File: config.mk
export PLATFORM = sky130hd
export DESIGN_NAME = qsfi_div3
export DESIGN_NICKNAME = d
export VERILOG_FILES = /design/src/qsfi_pkg.sv /design/src/qsfi_div3.sv
export SDC_FILE = /design/constraint.sdc
export NUM_CORES = 1
export LEC_CHECK = 0
export ABC_AREA = 1
export CAP_MARGIN = 20
export CORE_MARGIN = 2
export CORE_UTILIZATION = 25
export DETAILED_ROUTE_END_ITERATION = 8
export DONT_BUFFER_PORTS = 1
export GPL_TIMING_DRIVEN = 0
export PLACE_DENSITY_LB_ADDON = 0.2
export SYNTH_ARGS = -nofsm -noshare
export SYNTH_HDL_FRONTEND = slang
export SYNTH_SLANG_ARGS = --single-unit
File: constraint.sdc
create_clock -name clk -period 11 [get_ports clk]
set_input_delay 0.55 -clock clk [delete_from_list [all_inputs] [get_ports clk]]
set_output_delay 0.55 -clock clk [all_outputs]
set_load 0.02 [all_outputs]
File: src/qsfi_pkg.sv
// Package of the stencil interpolation unit: widths, types, constants and helpers.
`default_nettype none

package qsfi_pkg;

  localparam int SAMPLE_BITS      = 24;
  localparam int OFFSET_FRAC_BITS = 14;
  localparam int OFFSET_BITS      = OFFSET_FRAC_BITS + 2;

  localparam int NUM_AXES   = 3;
  localparam int NUM_COEFS  = 7;
  localparam int PIPE_DEPTH = 8;

  // Coefficient slots.
  localparam int COEF_MEAN = 0;
  localparam int COEF_GRAD = 1;
  localparam int COEF_CURV = COEF_GRAD + NUM_AXES;

  // Intermediate widths.
  localparam int DIV_W    = SAMPLE_BITS + 4;
  localparam int FIRST_W  = SAMPLE_BITS + 1;
  localparam int SECOND_W = SAMPLE_BITS + 2;
  localparam int FD_W     = FIRST_W + OFFSET_BITS;
  localparam int DD_W     = 2 * OFFSET_BITS;
  localparam int SDD_W    = SECOND_W + DD_W;
  localparam int ACC_SH   = 2 * OFFSET_FRAC_BITS;
  localparam int ACC_W    = SAMPLE_BITS + ACC_SH + 7;
  localparam int LOW_W    = ACC_W - ACC_SH;
  localparam int FD_SHIFT = OFFSET_FRAC_BITS + 1;

  typedef logic signed [SAMPLE_BITS-1:0] sample_t;
  typedef logic signed [OFFSET_BITS-1:0] offset_t;
  typedef logic signed [DIV_W-1:0]       div_t;
  typedef logic signed [FIRST_W-1:0]     first_t;
  typedef logic signed [SECOND_W-1:0]    second_t;
  typedef logic signed [FD_W-1:0]        fd_t;
  typedef logic signed [DD_W-1:0]        dd_t;
  typedef logic signed [SDD_W-1:0]       sdd_t;
  typedef logic signed [ACC_W-1:0]       acc_t;
  typedef logic signed [LOW_W-1:0]       low_t;

  typedef enum logic {
    MODE_NGP  = 1'b0,
    MODE_QUAD = 1'b1
  } interp_mode_t;

  // Rounding biases: half of the divisor.
  localparam int BIAS_DIV12 = 6;
  localparam int BIAS_DIV6  = 3;

  // Half an output LSB in accumulator units, and the accumulator range that
  // still divides by twelve into the sample range.
  localparam acc_t ACC_HALF = acc_t'(BIAS_DIV12) <<< ACC_SH;
  localparam low_t LOW_MIN  = -(low_t'(12) <<< (SAMPLE_BITS - 1));
  localparam low_t LOW_MAX  = (low_t'(12) <<< (SAMPLE_BITS - 1)) - low_t'(1);

  // Floor division by three: offset to a positive value, then multiply by a
  // rounded-up reciprocal and drop the low bits.
  localparam int DIV_U_W = DIV_W + 1;
  localparam int DIV_M_W = DIV_W + 2;
  localparam int DIV_SH  = DIV_W + 3;
  localparam int DIV_P_W = DIV_U_W + DIV_M_W;

  typedef logic [DIV_U_W-1:0] div_u_t;
  typedef logic [DIV_P_W-1:0] div_p_t;

  localparam logic [DIV_M_W-1:0] DIV3_MUL =
      DIV_M_W'(((64'd1 << DIV_SH) + 64'd2) / 64'd3);
  localparam div_u_t DIV3_OFS  = DIV_U_W'(64'd3 << (DIV_W - 2));
  localparam div_t   DIV3_QOFS = div_t'(64'd1 << (DIV_W - 2));

  function automatic div_u_t div3_pre(input div_t x);
    return div_u_t'(DIV_U_W'(x)) + DIV3_OFS;
  endfunction

  function automatic div_t div3_post(input div_p_t p);
    return div_t'(p[DIV_SH +: DIV_W]) - DIV3_QOFS;
  endfunction

  // Dividend for a rounded division by twelve, pre-scaled so that only a
  // floor division by three remains.
  function automatic div_t arg_div12(input div_t v);
    logic signed [DIV_W:0] t;
    t = (DIV_W + 1)'(v) + (DIV_W + 1)'(BIAS_DIV12);
    return div_t'(t >>> 2);
  endfunction

  // Same for a rounded division by six.
  function automatic div_t arg_div6(input div_t v);
    logic signed [DIV_W:0] t;
    t = (DIV_W + 1)'(v) + (DIV_W + 1)'(BIAS_DIV6);
    return div_t'(t >>> 1);
  endfunction

endpackage

`default_nettype wire

File: src/qsfi_div3.sv
// Two-stage floor division by three of a signed value, stalled by an enable.
`default_nettype none

module qsfi_div3
  import qsfi_pkg::*;
(
  input  wire logic clk,
  input  wire logic en,
  input  wire div_t x,
  output div_t      q
);

  div_p_t prod_r;
  div_p_t prod_nxt;
  div_t   q_r;
  div_t   q_nxt;

  always_comb begin
    prod_nxt = div_p_t'(div3_pre(x)) * div_p_t'(DIV3_MUL);
    q_nxt    = div3_post(prod_r);
  end

  always_ff @(posedge clk) begin
    if (en) begin
      prod_r <= prod_nxt;
      q_r    <= q_nxt;
    end
  end

  assign q = q_r;

endmodule

`default_nettype wire

==> metrics.md <==
| Metric | Value |
|---|---|
| Yosys top cell by area | `fa_1` |
| CTS root buffer | `clkbuf_16` |
| Post-Layout Cell Count | `2592` |
| Max_cap viols | `0` |
| # IOs | `58` |
| Most frequent cells after synthesis | `495 x inv_1, 453 x nand2_1, 287 x ha_1` |
| Vias per Instance | `4.20` |
| TritonCTS clock tree | `done` |
| FP Rows | `88` |
| Crit end category | `register` |
| Startpoint Class | `input pin` |
| Die area | `0.0606 mm2` |
| Hold Path End | `q[12]` |
| Post-synth net total | `2336` |
| Outcome | `complete, no violations` |
| DPL Wire Length | `37500 um` |
| Design area | `0.0158 mm2` |
| Share of Yosys cell area claimed by the top area cell type | `0.273` |
| Gp weighted congestion | `0.915` |
| Kind of critical path | `in2reg` |
| Post-synthesis mux area share | `0` |
| Vias | `10900` |
| Pin slew with the least headroom to its limit | `0.774 ns` |
| Yosys reg bits | `56` |
| Post-route clock skew | `between 0.004 and 0.005 ns` |
| Simple-gate share of the synthesized area | `0.184` |
| Async SR Flop Fraction | `0` |
| EDFF count, synth | `56` |
| Layout cell share with drive strength beyond 1 | `0.0246` |
| Synth Area per Inst | `8.06 um2` |
| Top_reg_cell synth | `edfxtp_1` |
| Chip height | `246 um` |
| Relative slew slack | `0.484` |
| Area of the core | `around 0.058 mm2` |
| Setup TNS | `0 ns` |
| M1 WL | `19800 um` |
| DRT antenna net count | `0` |
| Final #Nets | `2343` |
| Iteration-0 DRC Markers | `471` |
| DR WL met3 | `1400 um` |
| DR top layer | `met5` |
| CTS Sinks | `56` |
| Antenna violations before repair | `1` |
| Tightest Hold Check Type | `in2reg` |
| H-tree depth | `2` |
| Die Wd | `between 200 and 250 um` |
| Count of unique library cells instantiated by Yosys | `31` |
| Clock Pin Slew Worst Setup and Hold Paths | `~0.07 ns` |
| Post-Syn Instances | `1819` |
| Initial Utilization | `0.254` |
| Post-CTS setup buffers | `0` |
| WHS Path Cells | `0` |
| Routed WL | `40600 um` |
| Post-placement cell count | `2584` |
| Min cycle time layout | `7.17 ns` |
| Post-CTS Hold Buffers | `0` |
| R2R depth | `1` |
| Dpl cell area | `between 0.015 and 0.02 mm2` |
| Fmax | `139 MHz` |
| # setup viols final | `0` |
| Worst-Skew Late Latency | `0.29 ns` |
| CTS resizes | `0` |
| Total GRT Usage | `0.138` |
| Global-route wire length before repair | `64200 um` |
| Register area share after synthesis | `0.115` |
| HP Start | `en` |
| DR pass1 iterations | `5` |
| Clock buffer depth | `2` |
| Wire per inst | `15.7 um` |
| Syn. warnings | `0` |
| Mapped cell area | `0.0147 mm2` |
| CTS buffer count | `5` |
| Synth Area in Adders | `0.518` |
| ANT cells | `0` |
| Max Slew Vio Count | `0` |
| Critical path required time | `between 10 and 15 ns` |
| Worst r2r src | `prod_r[57]` |
| Worst EP arrival | `7.22 ns` |
| Crit-path max FO | `8` |
| Top-count cell post-synth | `inv_1` |
| Largest net degree at the start of global routing | `between 50 and 60` |
| XOR/XNOR Fraction of Synth Area | `0.0179` |
| Period Utilization, post-route | `0.652` |
| Vias in the first global route | `11400` |
| RR Endpoint | `q[27]` |
| Port-buffer cells | `0` |
| Fin. Hold Viols | `0` |
| Compound-Gate Fraction of Synth Area | `0.0356` |
| Residual DRC count | `0` |
| Top cells by area, synth | `fa_1 27%, ha_1 25%, inv_1 13%` |
| Largest family of logic cells by synthesized area | `adder cells` |
| R2R Setup Slk | `10.20 ns` |
| Total grt overflow | `0` |
| Area Overhead vs Synth | `7.56%` |
| RSZ-0062 raised after global routing | `false` |
| Min Hold Slack | `0.369 ns` |
| Met2 Wirelength | `18700 um` |
## per-stage QoR
step / worst slack, ns / utilization
after floorplan: 4.58 / -
after global placement: 3.46 / 0.270
after detailed placement: 3.44 / 0.270
after CTS: 3.74 / 0.273
after global routing: 3.36 / 0.273
final: 3.83 / 0.273
## cell families after synthesis
group                    after synthesis
buffers and inverters                504
XOR/XNOR                              30
flip-flops                            56
AO/OA/AOI/OAI                         87
adder cells (fa/ha/maj)              487
AND/OR/NAND/NOR                      655
## how the worst max path moves through the flow
stage | startpoint | to | slack [ns] | cells after the start
2_1_floorplan | x[5] | prod_r[57] | 4.58 | 23
3_3_place_gp | x[5] | prod_r[57] | 3.46 | 23
3_5_place_dp | x[5] | prod_r[57] | 3.44 | 23
4_1_cts | x[5] | prod_r[57] | 3.74 | 23
5_1_grt | x[5] | prod_r[57] | 3.36 | 23
6_report | x[5] | prod_r[57] | 3.83 | 25
## layer usage
metal | GRT usage | vias up
met2 | 0.233 | 173
met1 | 0.191 | 5166
met5 | 0 | -
met4 | 0.0278 | 2
met3 | 0.0118 | 30
li1 | - | 5526
## layout make-up
cell class | instances | area [um2]
Clock inverter | 3 | 25.0
Multi-Input combinational cell | 1259 | 11100
Tap cell | 765 | 957
Inverter | 500 | 1880
Sequential cell | 56 | 1680
Clock buffer | 5 | 125
Fill cell | 6266 | 42000
Buffer | 4 | 16.3
## placed cells by master (no fill, tap or decap), drive strengths merged, types with 2 or more instances in the layout
master,Yosys,routed
a21o,5,5
edfxtp,56,56
xnor2,21,21
buf,2,2
xor2,9,9
nand4,19,19
a21oi,44,44
fa,200,200
o21bai,26,26
o21ai,10,10
clkbuf,2,7
ha,287,287
inv,500,502
nand3,53,53
nor3,12,12
nor2,107,107
nand2,459,459
## worst max-delay path, stage by stage
cell	delay, ns
ha_1	0.28
inv_1	0.08
fa_1	0.40
clkbuf_1	0.21
xnor2_1	0.21
ha_1	0.16
nor2_1	0.06
fa_1	0.51
clkbuf_1	0.50
inv_1	0.48
fa_1	0.60
fa_1	0.44
inv_1	0.09
fa_1	0.42
inv_1	0.08
fa_1	0.43
ha_1	0.33
nand2_1	0.16
nor2_1	0.36
nand2_1	0.21
nor2_2	0.22
and3_1	0.17
nand2_1	0.09
nand3_1	0.09
nand2_1	0.06
## flip-flops by register name (all words and copies together) (netlist names)
signal,count
q,28
prod_r,28
Power is left out: the tool's default activity adds up to more than one toggle a clock period on the data nets, which glitch-free logic cannot reach.
